`src/hdl/lscf_pkg.sv`:
```
`timescale 1ns / 1ps
// ----------------------------------------------------------------------------
// lscf_pkg: shared types, constants and solver program
// Widths of the power sums, the queued sum set, the wide-integer opcodes and
// the fixed solver program run by the back end.
// ----------------------------------------------------------------------------
package lscf_pkg;

  localparam int SAMPLE_W        = 16;
  localparam int CNT_W           = 13;
  localparam int S1_W            = 28;
  localparam int S2_W            = 44;
  localparam int S3_W            = 60;
  localparam int MAX_POINTS_DEF  = 4096;
  localparam int SAMPLE_BITS_DEF = 16;
  localparam int FRAC_BITS_DEF   = 8;
  localparam int MIN_POINTS      = 3;

  localparam int IN_W    = 32;
  localparam int OUT_W   = 176;
  localparam int QDEPTH  = 4;
  localparam int QPTR_W  = $clog2(QDEPTH);
  localparam int QCNT_W  = $clog2(QDEPTH + 1);

  localparam int LIMBS   = 12;
  localparam int W       = 32 * LIMBS;
  localparam int RF_DEPTH = 32;
  localparam int RF_AW   = $clog2(RF_DEPTH);
  localparam int PC_W    = 7;

  localparam logic [1:0] ST_OK   = 2'd0;
  localparam logic [1:0] ST_FEW  = 2'd1;
  localparam logic [1:0] ST_SING = 2'd2;
  localparam logic [1:0] ST_NEG  = 2'd3;

  localparam logic [RF_AW-1:0] R_N    = 5'd0;
  localparam logic [RF_AW-1:0] R_SX   = 5'd1;
  localparam logic [RF_AW-1:0] R_SY   = 5'd2;
  localparam logic [RF_AW-1:0] R_SXX  = 5'd3;
  localparam logic [RF_AW-1:0] R_SYY  = 5'd4;
  localparam logic [RF_AW-1:0] R_SXY  = 5'd5;
  localparam logic [RF_AW-1:0] R_SXXX = 5'd6;
  localparam logic [RF_AW-1:0] R_SYYY = 5'd7;
  localparam logic [RF_AW-1:0] R_SXYY = 5'd8;
  localparam logic [RF_AW-1:0] R_SXXY = 5'd9;
  localparam logic [RF_AW-1:0] R_TSQ  = 5'd10;
  localparam logic [RF_AW-1:0] R_C    = 5'd11;
  localparam logic [RF_AW-1:0] R_D    = 5'd12;
  localparam logic [RF_AW-1:0] R_G    = 5'd13;
  localparam logic [RF_AW-1:0] R_E    = 5'd14;
  localparam logic [RF_AW-1:0] R_H    = 5'd15;
  localparam logic [RF_AW-1:0] R_DEN  = 5'd16;
  localparam logic [RF_AW-1:0] R_NX   = 5'd17;
  localparam logic [RF_AW-1:0] R_NY   = 5'd18;
  localparam logic [RF_AW-1:0] R_DD   = 5'd19;
  localparam logic [RF_AW-1:0] R_RAD  = 5'd20;
  localparam logic [RF_AW-1:0] R_Q    = 5'd21;
  localparam logic [RF_AW-1:0] R_T0   = 5'd22;
  localparam logic [RF_AW-1:0] R_T1   = 5'd23;
  localparam logic [RF_AW-1:0] R_T2   = 5'd24;
  localparam logic [RF_AW-1:0] R_CX   = 5'd25;
  localparam logic [RF_AW-1:0] R_CY   = 5'd26;
  localparam logic [RF_AW-1:0] R_RB   = 5'd27;
  localparam logic [RF_AW-1:0] R_ERR  = 5'd28;

  typedef struct packed {
    logic        [CNT_W-1:0] count;
    logic signed [S1_W-1:0]  sum_x;
    logic signed [S1_W-1:0]  sum_y;
    logic signed [S2_W-1:0]  sum_xx;
    logic signed [S2_W-1:0]  sum_yy;
    logic signed [S2_W-1:0]  sum_xy;
    logic signed [S3_W-1:0]  sum_xxx;
    logic signed [S3_W-1:0]  sum_yyy;
    logic signed [S3_W-1:0]  sum_xyy;
    logic signed [S3_W-1:0]  sum_xxy;
  } acc_set_t;

  typedef enum logic [3:0] {
    OP_ADD, OP_SUB, OP_MUL, OP_SHL, OP_ABS, OP_DIV, OP_SQRT,
    OP_SGN32, OP_RQ, OP_CLAMP64, OP_CHKPOS, OP_CHKNN, OP_END
  } op_t;

  typedef enum logic [2:0] {
    SH_NONE, SH_1, SH_2, SH_F, SH_F1, SH_2F, SH_2F2
  } shift_t;

  typedef struct packed {
    op_t              op;
    logic [RF_AW-1:0] dst;
    logic [RF_AW-1:0] a;
    logic [RF_AW-1:0] b;
    shift_t           sh;
  } instr_t;

  function automatic instr_t mk(op_t op, logic [RF_AW-1:0] d, logic [RF_AW-1:0] a,
                                logic [RF_AW-1:0] b, shift_t sh);
    instr_t r;
    r.op  = op;
    r.dst = d;
    r.a   = a;
    r.b   = b;
    r.sh  = sh;
    return r;
  endfunction

  function automatic instr_t prog(logic [PC_W-1:0] pc);
    instr_t i;
    unique case (pc)
      7'd0:  i = mk(OP_ADD, R_TSQ, R_SXX, R_SYY, SH_NONE);
      7'd1:  i = mk(OP_MUL, R_T0, R_N, R_SXX, SH_NONE);
      7'd2:  i = mk(OP_MUL, R_T1, R_SX, R_SX, SH_NONE);
      7'd3:  i = mk(OP_SUB, R_C, R_T0, R_T1, SH_NONE);
      7'd4:  i = mk(OP_MUL, R_T0, R_N, R_SXY, SH_NONE);
      7'd5:  i = mk(OP_MUL, R_T1, R_SX, R_SY, SH_NONE);
      7'd6:  i = mk(OP_SUB, R_D, R_T0, R_T1, SH_NONE);
      7'd7:  i = mk(OP_MUL, R_T0, R_N, R_SYY, SH_NONE);
      7'd8:  i = mk(OP_MUL, R_T1, R_SY, R_SY, SH_NONE);
      7'd9:  i = mk(OP_SUB, R_G, R_T0, R_T1, SH_NONE);
      7'd10: i = mk(OP_ADD, R_T0, R_SXXX, R_SXYY, SH_NONE);
      7'd11: i = mk(OP_MUL, R_T0, R_N, R_T0, SH_NONE);
      7'd12: i = mk(OP_MUL, R_T1, R_TSQ, R_SX, SH_NONE);
      7'd13: i = mk(OP_SUB, R_E, R_T0, R_T1, SH_NONE);
      7'd14: i = mk(OP_ADD, R_T0, R_SXXY, R_SYYY, SH_NONE);
      7'd15: i = mk(OP_MUL, R_T0, R_N, R_T0, SH_NONE);
      7'd16: i = mk(OP_MUL, R_T1, R_TSQ, R_SY, SH_NONE);
      7'd17: i = mk(OP_SUB, R_H, R_T0, R_T1, SH_NONE);
      7'd18: i = mk(OP_MUL, R_T0, R_C, R_G, SH_NONE);
      7'd19: i = mk(OP_MUL, R_T1, R_D, R_D, SH_NONE);
      7'd20: i = mk(OP_SUB, R_DEN, R_T0, R_T1, SH_NONE);
      7'd21: i = mk(OP_CHKPOS, R_T0, R_DEN, R_DEN, SH_NONE);
      7'd22: i = mk(OP_MUL, R_T0, R_E, R_G, SH_NONE);
      7'd23: i = mk(OP_MUL, R_T1, R_H, R_D, SH_NONE);
      7'd24: i = mk(OP_SUB, R_NX, R_T0, R_T1, SH_NONE);
      7'd25: i = mk(OP_MUL, R_T0, R_H, R_C, SH_NONE);
      7'd26: i = mk(OP_MUL, R_T1, R_E, R_D, SH_NONE);
      7'd27: i = mk(OP_SUB, R_NY, R_T0, R_T1, SH_NONE);
      7'd28: i = mk(OP_MUL, R_DD, R_DEN, R_DEN, SH_NONE);
      7'd29: i = mk(OP_SHL, R_T2, R_DEN, R_DEN, SH_1);
      7'd30: i = mk(OP_ABS, R_T0, R_NX, R_NX, SH_NONE);
      7'd31: i = mk(OP_SHL, R_T0, R_T0, R_T0, SH_F);
      7'd32: i = mk(OP_ADD, R_T0, R_T0, R_DEN, SH_NONE);
      7'd33: i = mk(OP_DIV, R_T0, R_T0, R_T2, SH_NONE);
      7'd34: i = mk(OP_SGN32, R_CX, R_T0, R_NX, SH_NONE);
      7'd35: i = mk(OP_ABS, R_T0, R_NY, R_NY, SH_NONE);
      7'd36: i = mk(OP_SHL, R_T0, R_T0, R_T0, SH_F);
      7'd37: i = mk(OP_ADD, R_T0, R_T0, R_DEN, SH_NONE);
      7'd38: i = mk(OP_DIV, R_T0, R_T0, R_T2, SH_NONE);
      7'd39: i = mk(OP_SGN32, R_CY, R_T0, R_NY, SH_NONE);
      7'd40: i = mk(OP_SHL, R_T0, R_DD, R_DD, SH_2);
      7'd41: i = mk(OP_MUL, R_RAD, R_T0, R_TSQ, SH_NONE);
      7'd42: i = mk(OP_MUL, R_T0, R_NX, R_SX, SH_NONE);
      7'd43: i = mk(OP_MUL, R_T1, R_NY, R_SY, SH_NONE);
      7'd44: i = mk(OP_ADD, R_T0, R_T0, R_T1, SH_NONE);
      7'd45: i = mk(OP_SHL, R_T1, R_DEN, R_DEN, SH_2);
      7'd46: i = mk(OP_MUL, R_T0, R_T1, R_T0, SH_NONE);
      7'd47: i = mk(OP_SUB, R_RAD, R_RAD, R_T0, SH_NONE);
      7'd48: i = mk(OP_MUL, R_T0, R_NX, R_NX, SH_NONE);
      7'd49: i = mk(OP_MUL, R_T1, R_NY, R_NY, SH_NONE);
      7'd50: i = mk(OP_ADD, R_T0, R_T0, R_T1, SH_NONE);
      7'd51: i = mk(OP_MUL, R_T0, R_N, R_T0, SH_NONE);
      7'd52: i = mk(OP_ADD, R_RAD, R_RAD, R_T0, SH_NONE);
      7'd53: i = mk(OP_SHL, R_T0, R_DD, R_DD, SH_2);
      7'd54: i = mk(OP_MUL, R_Q, R_N, R_T0, SH_NONE);
      7'd55: i = mk(OP_CHKNN, R_T0, R_RAD, R_RAD, SH_NONE);
      7'd56: i = mk(OP_SHL, R_T0, R_RAD, R_RAD, SH_2F2);
      7'd57: i = mk(OP_DIV, R_T0, R_T0, R_Q, SH_NONE);
      7'd58: i = mk(OP_SQRT, R_T0, R_T0, R_T0, SH_NONE);
      7'd59: i = mk(OP_RQ, R_RB, R_T0, R_T0, SH_NONE);
      7'd60: i = mk(OP_MUL, R_T0, R_CX, R_SX, SH_NONE);
      7'd61: i = mk(OP_MUL, R_T1, R_CY, R_SY, SH_NONE);
      7'd62: i = mk(OP_ADD, R_T0, R_T0, R_T1, SH_NONE);
      7'd63: i = mk(OP_SHL, R_T0, R_T0, R_T0, SH_F1);
      7'd64: i = mk(OP_SHL, R_T1, R_TSQ, R_TSQ, SH_2F);
      7'd65: i = mk(OP_SUB, R_T1, R_T1, R_T0, SH_NONE);
      7'd66: i = mk(OP_MUL, R_T0, R_CX, R_CX, SH_NONE);
      7'd67: i = mk(OP_MUL, R_T2, R_CY, R_CY, SH_NONE);
      7'd68: i = mk(OP_ADD, R_T0, R_T0, R_T2, SH_NONE);
      7'd69: i = mk(OP_MUL, R_T0, R_N, R_T0, SH_NONE);
      7'd70: i = mk(OP_ADD, R_T1, R_T1, R_T0, SH_NONE);
      7'd71: i = mk(OP_MUL, R_T0, R_RB, R_RB, SH_NONE);
      7'd72: i = mk(OP_MUL, R_T0, R_N, R_T0, SH_NONE);
      7'd73: i = mk(OP_SUB, R_T1, R_T1, R_T0, SH_NONE);
      7'd74: i = mk(OP_CLAMP64, R_ERR, R_T1, R_T1, SH_NONE);
      default: i = mk(OP_END, R_T0, R_T0, R_T0, SH_NONE);
    endcase
    return i;
  endfunction

endpackage

```
`src/hdl/lscf_queue.sv`:
```
`timescale 1ns / 1ps
// ----------------------------------------------------------------------------
// lscf_queue: short queue of closed sum sets
// Lets the accumulator carry on while the solver works on an earlier set.
// ----------------------------------------------------------------------------
module lscf_queue (
  input  logic                        clk,
  input  logic                        rst,
  input  logic                        push,
  input  lscf_pkg::acc_set_t          push_data,
  input  logic                        pop,
  output logic                        q_valid,
  output lscf_pkg::acc_set_t          q_data,
  output logic [lscf_pkg::QCNT_W-1:0] count
);

  lscf_pkg::acc_set_t              entries [lscf_pkg::QDEPTH];
  logic [lscf_pkg::QPTR_W-1:0]     wptr, rptr;

  assign q_valid = count != '0;
  assign q_data  = entries[rptr];

  always_ff @(posedge clk) begin
    if (rst) begin
      wptr  <= '0;
      rptr  <= '0;
      count <= '0;
    end else begin
      if (push) begin
        entries[wptr] <= push_data;
        wptr          <= wptr + 1'b1;
      end
      if (pop) begin
        rptr <= rptr + 1'b1;
      end
      count <= count + lscf_pkg::QCNT_W'(push) - lscf_pkg::QCNT_W'(pop);
    end
  end

  a_no_overflow: assert property (@(posedge clk) disable iff (rst)
    push |-> (count < lscf_pkg::QCNT_W'(lscf_pkg::QDEPTH)))
    else $error("set queue overflow");

  a_no_underflow: assert property (@(posedge clk) disable iff (rst)
    pop |-> (count != '0))
    else $error("set queue underflow");

endmodule

```
`config.mk`:
```
export PLATFORM = sky130hd
export DESIGN_NAME = lscf_queue
export DESIGN_NICKNAME = d
export VERILOG_FILES = /design/src/hdl/lscf_pkg.sv /design/src/hdl/lscf_queue.sv
export SDC_FILE = /design/constraint.sdc
export NUM_CORES = 1
export LEC_CHECK = 0
export ABC_AREA = 0
export BUFFER_PORTS_ARGS = -buffer_cell sky130_fd_sc_hd__buf_2
export CELL_PAD_IN_SITES_DETAIL_PLACEMENT = 0
export CELL_PAD_IN_SITES_GLOBAL_PLACEMENT = 1
export CORE_ASPECT_RATIO = 1.2
export CORE_MARGIN = 3
export CORE_UTILIZATION = 30
export CTS_BUF_LIST = sky130_fd_sc_hd__clkbuf_8
export DETAILED_ROUTE_END_ITERATION = 10
export GPL_TIMING_DRIVEN = 1
export PLACE_DENSITY_LB_ADDON = 0.05
export SYNTH_ARGS = -nofsm -noshare
export SYNTH_HDL_FRONTEND = slang
export SYNTH_SLANG_ARGS = --single-unit
```
`constraint.sdc`:
```
create_clock -name clk -period 17.21 [get_ports clk]
set_input_delay 3.442 -clock clk [delete_from_list [all_inputs] [get_ports clk]]
set_output_delay 3.442 -clock clk [all_outputs]
set_load 0.005 [all_outputs]
```
# Yosys cells after proc, flatten, opt, wreduce, memory -nomap -nowiden

Memories as Yosys holds them, arrays and structs flattened. A register that Yosys moved wholly into a read port is not among the register bits.
Cells that the tools add are included.

Bits of input ports: 445
Memories: 1
Bits in writable memories: 1,764
Bits in latches: 0
Word-level logic and storage cells: 14
Register bits: 7
Output and inout bits: 445
Bits in read-only memories: 0

Equality and inequality tests: 0
$mul: 0
Bitwise gates (word level): 0
$lt $le $gt $ge: 0
Add/subtract/negate cells: 4
Shift-type cells: 0
Div/mod/pow operators: 0
Mux-type cells: 5
Reductions and logical operators: 1

Memories:

| memory  | depth | width | rd ports | clocked after Yosys merged registers in | write ports | line             | text |
|---|---|---|---|---|---|---|---|
| entries | 4     | 441   | 1        | 1                                       | 1           | lscf_queue.sv:17 | `lscf_pkg::acc_set_t entries [lscf_pkg::QDEPTH];` |

Operators with widths:

| cell                                                           | count |
|---|---|
| 2-bit by 1-bit adder with 2-bit output (second input constant) | 2 |
| 2-bit two-way mux                                              | 2 |
| 3-bit by 1-bit adder with 3-bit output                         | 1 |
| 1-bit two-way mux                                              | 3 |
| 3-bit nonzero test                                             | 1 |
| 3-bit by 1-bit subtractor with 3-bit output                    | 1 |

# Logic depth before layout (Yosys ltp)

Gate-level depths: netlist of run 1.

Word-level depth: 3
Depth in mapped cells: 7
Mapped depth without buffers: 7

# Least setup slack after synthesis of run 1

OpenSTA, ideal clock, no wires.

Path type: input port to flip-flop
From: in rst
To: mem entries[0][0] in the netlist's numbering, enable pin
Arrival time: 13.812 ns
Path buffers: 1
Library setup time: 0.864 ns
Data required time: 16.346 ns
Path slack: 2.535 ns
Stages: 3
Path through: clkbuf_1 > nor2b_1 > and2_1

Longest elaborated chain between the ends: 2

Ends and longest elaborated chain:

| element                                 | line             | text |
|---|---|---|
| start: declaration                      | lscf_queue.sv:8  | `input logic rst,` |
| 1-bit two-way mux                       | lscf_queue.sv:24 | `if (rst) begin` |
| 1-bit two-way mux (not written as such) | lscf_queue.sv:30 | `entries[wptr] <= push_data;` |
| end: declaration                        | lscf_queue.sv:17 |  |

No other way between the ends.

==> results.md, run 1 <==
Outcome:
- The run finished with clean final reports.

Synth:
- The total nets after synthesis is 2798.
- The cell count after synthesis is 2346.
- After synthesis, the netlist uses 20 different library cells.
- Yosys printed 0 warnings.
- Dividing the synthesized area by the synthesized cell count gives 27.3 µm².
- The share of the synthesized area in the top cell type is 82.6%.
- Summing the sequential cell areas from Yosys gives 82.9% of the chip area.
- Ranked by total cell area, the synthesized netlist is headed by sky130_fd_sc_hd__edfxtp_1 (83%), sky130_fd_sc_hd__mux4_2 (15%), sky130_fd_sc_hd__buf_6 (0.77%).
- In this run, synthesis produced a sequential element count of 1773.
- The biggest area contributor in the post-synthesis netlist is sky130_fd_sc_hd__edfxtp_1.
- The synthesized netlist occupies a cell area of 64100 µm².

Place:
- The total placed instance area is 71700 µm².
- The number of port buffers is 889.
- The final RePlAce weighted congestion is 0.741.
- Once detailed placement completed, the half-perimeter wirelength came to 114000 µm.

Floorplan:
- The die is 512 µm tall.
- The floorplan step defined a die boundary enclosing 219000 µm².
- During I/O placement, the number of pins put on the boundary was 890.
- The number of standard-cell rows in the floorplan is 185.
- In this run the standard cell core region covers 212000 µm².
- The horizontal extent of the die is 428 µm.
- The initial cell density of the core is 30.2%.

Global route:
- The maximum number of pins on one net before global-route repair is 128.
- The number of antenna violations at the first check in global routing is 163.
- The first global-routing pass estimated 252000 µm of wire.
- After global routing the overflow that remains totals 0.
- The aggregate global-route resource usage is 16.1%.
- The number of global-route vias before repair is 33300.

Cells and area:
- In the final layout, flip-flops and latches occupy 53200 µm².
- The library cells used most frequently in the layout, excluding fill and tap cells, are sky130_fd_sc_hd__edfxtp_1 (1764), sky130_fd_sc_hd__buf_2 (889), sky130_fd_sc_hd__mux4_2 (441).
- The share of layout cells above drive strength 1 is 47.1%.
- The library cell used most frequently in the layout, excluding fill and tap cells, is sky130_fd_sc_hd__edfxtp_1.
- The area of all placed cells without fillers is 77500 µm².
- Relative to the synthesized area, the layout overhead comes to 20.9%.
- The number of inserted filler cells in the final layout is 19700.
- Summing all multi-input logic gate instances after layout gives 10200 µm².
- The final layout contains 3951 nets.

CTS:
- The clock buffer count from CTS is 319.
- The TritonCTS sink count is 1773.
- In this run, post-CTS hold repair placed 0 buffers.
- The total of cells resized after clock tree synthesis is 0.
- Once the clock tree was built, the setup fixing pass inserted 0 buffers.
- In this run the clock root is driven by a sky130_fd_sc_hd__clkbuf_8.
- The clock passes through at most 4 buffers.
- After clock tree synthesis, the clock-pin slew on the worst setup and hold paths is 0.06 ns.
- The number of levels in the clock H-tree is 5.
- The source-to-sink clock delay at the later pin of the worst-skew pair is 0.96 ns.
- TritonCTS built the clock tree.

Job:
- The max capacitance violation total is 0.

STA:
- The final count of negative-setup-slack endpoints is 0.
- The total count of hold-check failures in the final report is 0.
- Setup repair after global routing left no endpoint under its margin.
- After routing, the total negative slack on setup checks comes to 0 ns.
- The post-layout minimum cycle time is 8.69 ns.
- The highest achievable clock rate is 0.115 GHz.
- The clock tree skew after final layout is 0.0490 ns.
- The total count of max-transition violations in the final report came to 0.
- The transition time at the pin with the least slew margin is 1.13 ns.
- Headroom to the max-slew limit came out at 24.9%.
- The part of the cycle the worst path needs is 50.5%.

Detailed routing:
- The first routing iteration left 1748 violations.
- The count of nets left with antenna violations once routing finished came out at 0.
- The routed length per placed instance is 27.0 µm.
- In this run the top signal layer used is met5.
- The vias after detailed routing is 30400.
- After detailed routing, the met3 layer carries 19300 µm of wire.
- After detailed routing, the number of vias per cell comes to 4.61.
- Summed over all nets, wire length on met2 after detailed routing comes to 87000 µm.
- The number of detailed-route iterations in the first pass is 5.
- The final layout contains routed wiring with a total length of 178000 µm.
- The met1 wire length is 65200 µm.
- The post-route DRC violation count is 0.

Setup path:
- The worst setup path category is reg -> out.
- At the worst endpoint, the arrival time is 5.25 ns.
- The end of the critical path is q_data[143].
- In this run the worst path has a maximum fanout of 63.
- The critical path data required time is 13.77 ns.
- Setup slack on the worst reg-to-reg path comes out at 13.13 ns.
- The count of cells along the worst register-to-register path is 6.
- STA classifies the critical path startpoint as a register.
- The capturing element type of the critical path is a primary output.
- The launching point of the worst reg2reg path is wptr[0].
- In this run the critical register-to-register path is captured at entries[0][116].

Pwr:
- The static power due to leakage is 25.6 nW.
- Dividing total power by cell area gives a power density of 119 nW/µm².
- The largest vdd supply drop is 0.0769 mV.
- Summing internal, switching and leakage power gives 0.00921 W.

Min path:
- The worst hold path was traced through 2 stages.
- The class of the tightest hold or removal check is reg -> reg.
power breakdown:
part,switching [W],total [W],internal [W]
combinational,0.000420,0.000754,0.000333
sequential,0.0000338,0.00492,0.00488
clock,0.00166,0.00354,0.00188
total,0.00211,0.00921,0.00710
registers in the layout (all words and copies together) (netlist names), named ones only:
register	count
entries	1764
wptr	2
count	3
rptr	2
worst max-delay path, stage by stage, from the launching register on:
cell and delay [ns]:
sky130_fd_sc_hd__dfxtp_4 0.89, sky130_fd_sc_hd__buf_4 0.78, sky130_fd_sc_hd__buf_4 0.91, sky130_fd_sc_hd__buf_4 0.84, sky130_fd_sc_hd__mux4_2 0.45, sky130_fd_sc_hd__buf_2 0.15
worst min-delay path by stage:
stage / startpoint / end / slack (ns)
finish: wptr[1] / wptr[1] / 0.57
global route: rptr[0] / rptr[0] / 0.62
CTS: wptr[1] / wptr[1] / 0.57
detailed placement: wptr[1] / wptr[1] / 0.56
global placement: wptr[1] / wptr[1] / 0.54
floorplan: rptr[1] / register / 0.50
metal layers:
layer,vias up,GRT usage (%)
li1,12700,-
met3,441,8.19
met5,-,0
met4,74,6.34
met1,16000,18.1
met2,1200,26.1
final cells by class:
cell class,instances,area share [%]
Clock inverter,223,1.48
Inverter,6,0.0291
Multi-Input combinational cell,468,13.1
Timing Repair Buffer,931,6.28
Tap cell,2805,4.53
Sequential cell,1773,68.6
Antenna cell,57,0.184
Clock buffer,326,5.79
cells in the mapped netlist, drive strengths merged:
library cell and count:
xnor2 2, or3 1, clkbuf 7, inv 6
nor2b 3, mux4 441, xor3 1, mux2i 1
nor2 5, dfxtp 9, and2 4, fa 1
a21oi 1, buf 92, edfxtp 1764, a21bo 1
nand3b 1, ha 6
through the flow:
step	hold slack [ns]	setup slack, ns	util, %	cells
6_report	0.567	8.52	36.6	6589
5_1_grt	0.623	7.89	36.5	6551
4_1_cts	0.572	8.08	36.5	6532
3_5_place_dp	0.561	9.24	33.8	5983
3_3_place_gp	0.537	9.29	33.8	5983
2_1_floorplan	0.499	2.53	-	2346
cell families (layout without fill, tap and decap cells):
| family | after synthesis | in the layout | synth area share [%] |
|---|---|---|---|
| fa+ha+maj | 7 | 7 | 0.148 |
| buf+inv | 105 | 1486 | 1.22 |
| other cells | 0 | 57 | 0 |
| simple gates | 14 | 14 | 0.119 |
| xor+xnor | 3 | 3 | 0.0644 |
| mux | 442 | 442 | 15.5 |
| flops | 1773 | 1773 | 82.9 |
| compound gates | 2 | 2 | 0.0234 |
Note: power is estimated with default switching activity, not from simulation.
==> run 2: changes to the inputs <==
Clock period 17.21 ns to 7.97 ns, I/O delays scaled along.
==> results.md, run 2 (synthesis gave the netlist of run 1 again) <==
Outcome:
- Run status: finished, final reports clean (unchanged).

CTS:
- The buffer levels on the longest clock path is 4 (unchanged).
- The TritonCTS sink count was 1773 (unchanged).
- The buffers inserted during post-CTS setup optimization is 0 (unchanged).
- The clock edge transition at the registers on the reported setup and hold paths is 0.06 ns (about the same).
- The hold buffer count at cts is 0 (unchanged).
- The clock tree from TritonCTS is yes (unchanged).
- The source-to-sink clock delay at the later pin of the worst-skew pair is 1.00 ns (was 0.96 ns).
- The number of levels in the clock H-tree is 5 (unchanged).
- The buffer type at the clock tree root is sky130_fd_sc_hd__clkbuf_8 (unchanged).
- The clock buffer count from CTS is 314 (was 319).
- The total of cells resized after clock tree synthesis is 0 (unchanged).

Detailed routing:
- The ratio of routed vias to standard cells is 4.63 (was 4.61).
- The vias after detailed routing is 30300 (was 30400).
- The number of nets with antenna violations after detailed routing came to 0 (unchanged).
- The aggregate routed wire length is 176000 µm (was 178000 µm).
- The routed length per placed instance is 26.9 µm (was 27.0 µm).
- The count of routing violations after the opening detailed-route iteration is 1730 (was 1748).
- The number of detailed-route iterations in the first pass is 4 (was 5).
- The post-route DRC violation count was 0 (unchanged).

Global route:
- The number of global-route vias before repair came to 33100 (was 33300).
- The maximum number of pins on one net before global-route repair is 132 (was 128).
- The global-route met1 utilization is 17.6% (was 18.1%).
- The met2 track demand over resource in global routing is 26.1% (about the same).
- The number of antenna violations at the first check in global routing is 162 (was 163).
- The most used routing layer in global routing is met2 (unchanged).
- The global-route track usage on met3 came to 7.66% (was 8.19%).
- The first-pass GRT wire length is 249000 µm (was 252000 µm).
- The total grt overflow was 0 (unchanged).
- The aggregate global-route resource usage is 15.9% (was 16.1%).

Cells and area:
- The number of inserted filler cells in the final layout is 19800 (was 19700).
- Top flop regs: entries (1764), count (3) (unchanged).
- The most common cell after layout, fill and taps aside is sky130_fd_sc_hd__edfxtp_1 (unchanged).
- The register containing the most flip-flops in the final layout is entries (unchanged).
- The area of all placed cells without fillers is 77300 µm² (was 77500 µm²).
- The flip-flop count of the largest register after layout is 1764 (unchanged).
- The share of layout cells above drive strength 1 came to 47.2% (was 47.1%).
- The area added between synthesis and finish is 20.6% (was 20.9%).
- The number of nets in the layout is 3936 (was 3951).
- Commonest non-fill, non-tap cells in the layout: sky130_fd_sc_hd__edfxtp_1 (1764), sky130_fd_sc_hd__buf_2 (889), sky130_fd_sc_hd__mux4_2 (441) (unchanged).

Place:
- The number of port buffers was 889 (unchanged).
- The total placed instance area came to 71800 µm² (was 71700 µm²).
- The HPWL after detailed placement is 110000 µm (was 114000 µm).
- The minimum setup slack after placement came to 3.49 ns (was 9.24 ns).
- The final RePlAce weighted congestion is 0.731 (was 0.741).

Pwr:
- The largest vdd supply drop came to 0.162 mV (was 0.0769 mV).
- The static power due to leakage is 25.5 nW (was 25.6 nW).
- The power consumption is 0.0198 W (was 0.00921 W).
- The power per standard cell area is 255 nW/µm² (was 119 nW/µm²).

Setup path:
- The capturing element type of the critical path is a primary output (unchanged).
- The count of cells along the worst register-to-register path is 5 (was 6).
- The launching point of the worst reg2reg path is wptr[0] (unchanged).
- The highest-delay cell along the critical path is sky130_fd_sc_hd__dfxtp_4 (was sky130_fd_sc_hd__buf_4).
- Critical-path cell list: buf_12 > mux4_2 > buf_2 (was buf_4 > buf_4 > buf_4 > mux4_2 > buf_2).
- The maximum fanout along the worst path was 103 (was 63).
- The number of buffers and inverters on the critical path is 2 (was 4).
- The slack of the worst reg-to-reg path came to 5.00 ns (was 13.13 ns).
- The top cell family by delay on the critical path is flip-flops (was buffers and inverters).
- The category of the worst setup path launch point is a register (unchanged).
- The worst setup path category is reg -> out (unchanged).
- The end of the worst register-to-register path was entries[2][330] (was entries[0][116]).
- The delay contributed by the slowest stage of the critical path is 0.97 ns (was 0.91 ns).
- The endpoint arrival time on the critical path is 3.51 ns (was 5.25 ns).
- The critical path data required time is 6.38 ns (was 13.77 ns).

STA:
- RSZ-0062 raised after global routing: false (unchanged).
- The post-layout minimum cycle time is 5.11 ns.
- The final count of negative-setup-slack endpoints was 0 (unchanged).
- The slack of the critical path is 2.86 ns (was 8.52 ns).
- The clock tree skew after final layout is 0.0890 ns (was 0.0490 ns).
- The tightest slew margin relative to the limit is 16.6% (was 24.9%).
- The transition time at the pin with the least slew margin is 1.25 ns (was 1.13 ns).
- The part of the cycle the worst path needs is 64.1%.
- The final-layout setup total negative slack is 0 ns (unchanged).
- The total count of hold-check failures in the final report is 0 (unchanged).
- The total count of max-transition violations in the final report is 0 (unchanged).
- Based on the critical path, the design can be clocked at up to 0.196 GHz.

Floorplan:
- The number of standard-cell rows in the floorplan is 185 (unchanged).
- The horizontal extent of the die is 428 µm (unchanged).
- The I/O pin count came to 890 (unchanged).
- The standard cell core area is 212000 µm² (unchanged).
- The chip height came to 512 µm (unchanged).
- The die area is 219000 µm² (unchanged).
- The initial cell density of the core is 30.2% (unchanged).

Min path:
- The class of the tightest hold or removal check is reg -> reg (unchanged).
- The instance count along the most critical hold path was 2 (unchanged).
- The origin of the worst min-delay path is rptr[0] (was wptr[1]).

Job:
- The max capacitance violation total was 0 (unchanged).
[run 2: metal layers]
metal	up-vias	part of all wire (%)
met5	-	0.28
met4	80	4.4
met3	515	10
met2	1234	49
met1	15800	36
li1	12600	-
[run 2: worst register-to-register path: cells and delay by family, from the launching register on]
family / cells / cell delay [ns]
buffers and inverters: 3 / 1.62
adders and majority gates: 1 / 0.15
and+or+nand+nor: 1 / 0.39
DFF: 1 / 0.35
[run 2: worst max path at each step]
stage	startpoint	end	slack (ns)	cells after the start
2_1_floorplan	rst	entries[3][0]	-4.86	3
3_3_place_gp	push	entries[3][54]	3.51	5
3_5_place_dp	push	entries[3][124]	3.49	5
4_1_cts	register	q_data[264]	2.65	3
5_1_grt	register	q_data[353]	2.66	3
6_report	register	q_data[410]	2.86	3
[run 2: area by class of cell]
cell class	count	area, µm²	area share (%)
antenna	52	130	0.168
clock buffer	321	4420	5.71
clock inverter	201	1010	1.31
inverter	6	22.5	0.0291
multi-input combinational	468	10200	13.2
sequential	1773	53200	68.7
tap	2805	3510	4.54
timing repair buffer	921	4900	6.34
[run 2: report_power, final]
part,switching [W],internal [W]
clock,0.00357,0.00394
combinational,0.000912,0.000724
sequential,0.0000660,0.0105
[run 2: per-stage QoR]
stage,hold slack (ns),utilization [%],std cells
4_1_cts,0.540,36.4,6495
3_3_place_gp,0.523,33.9,5973
6_report,0.534,36.5,6547
3_5_place_dp,0.523,33.9,5973
2_1_floorplan,0.499,-,2346
5_1_grt,0.570,36.4,6514
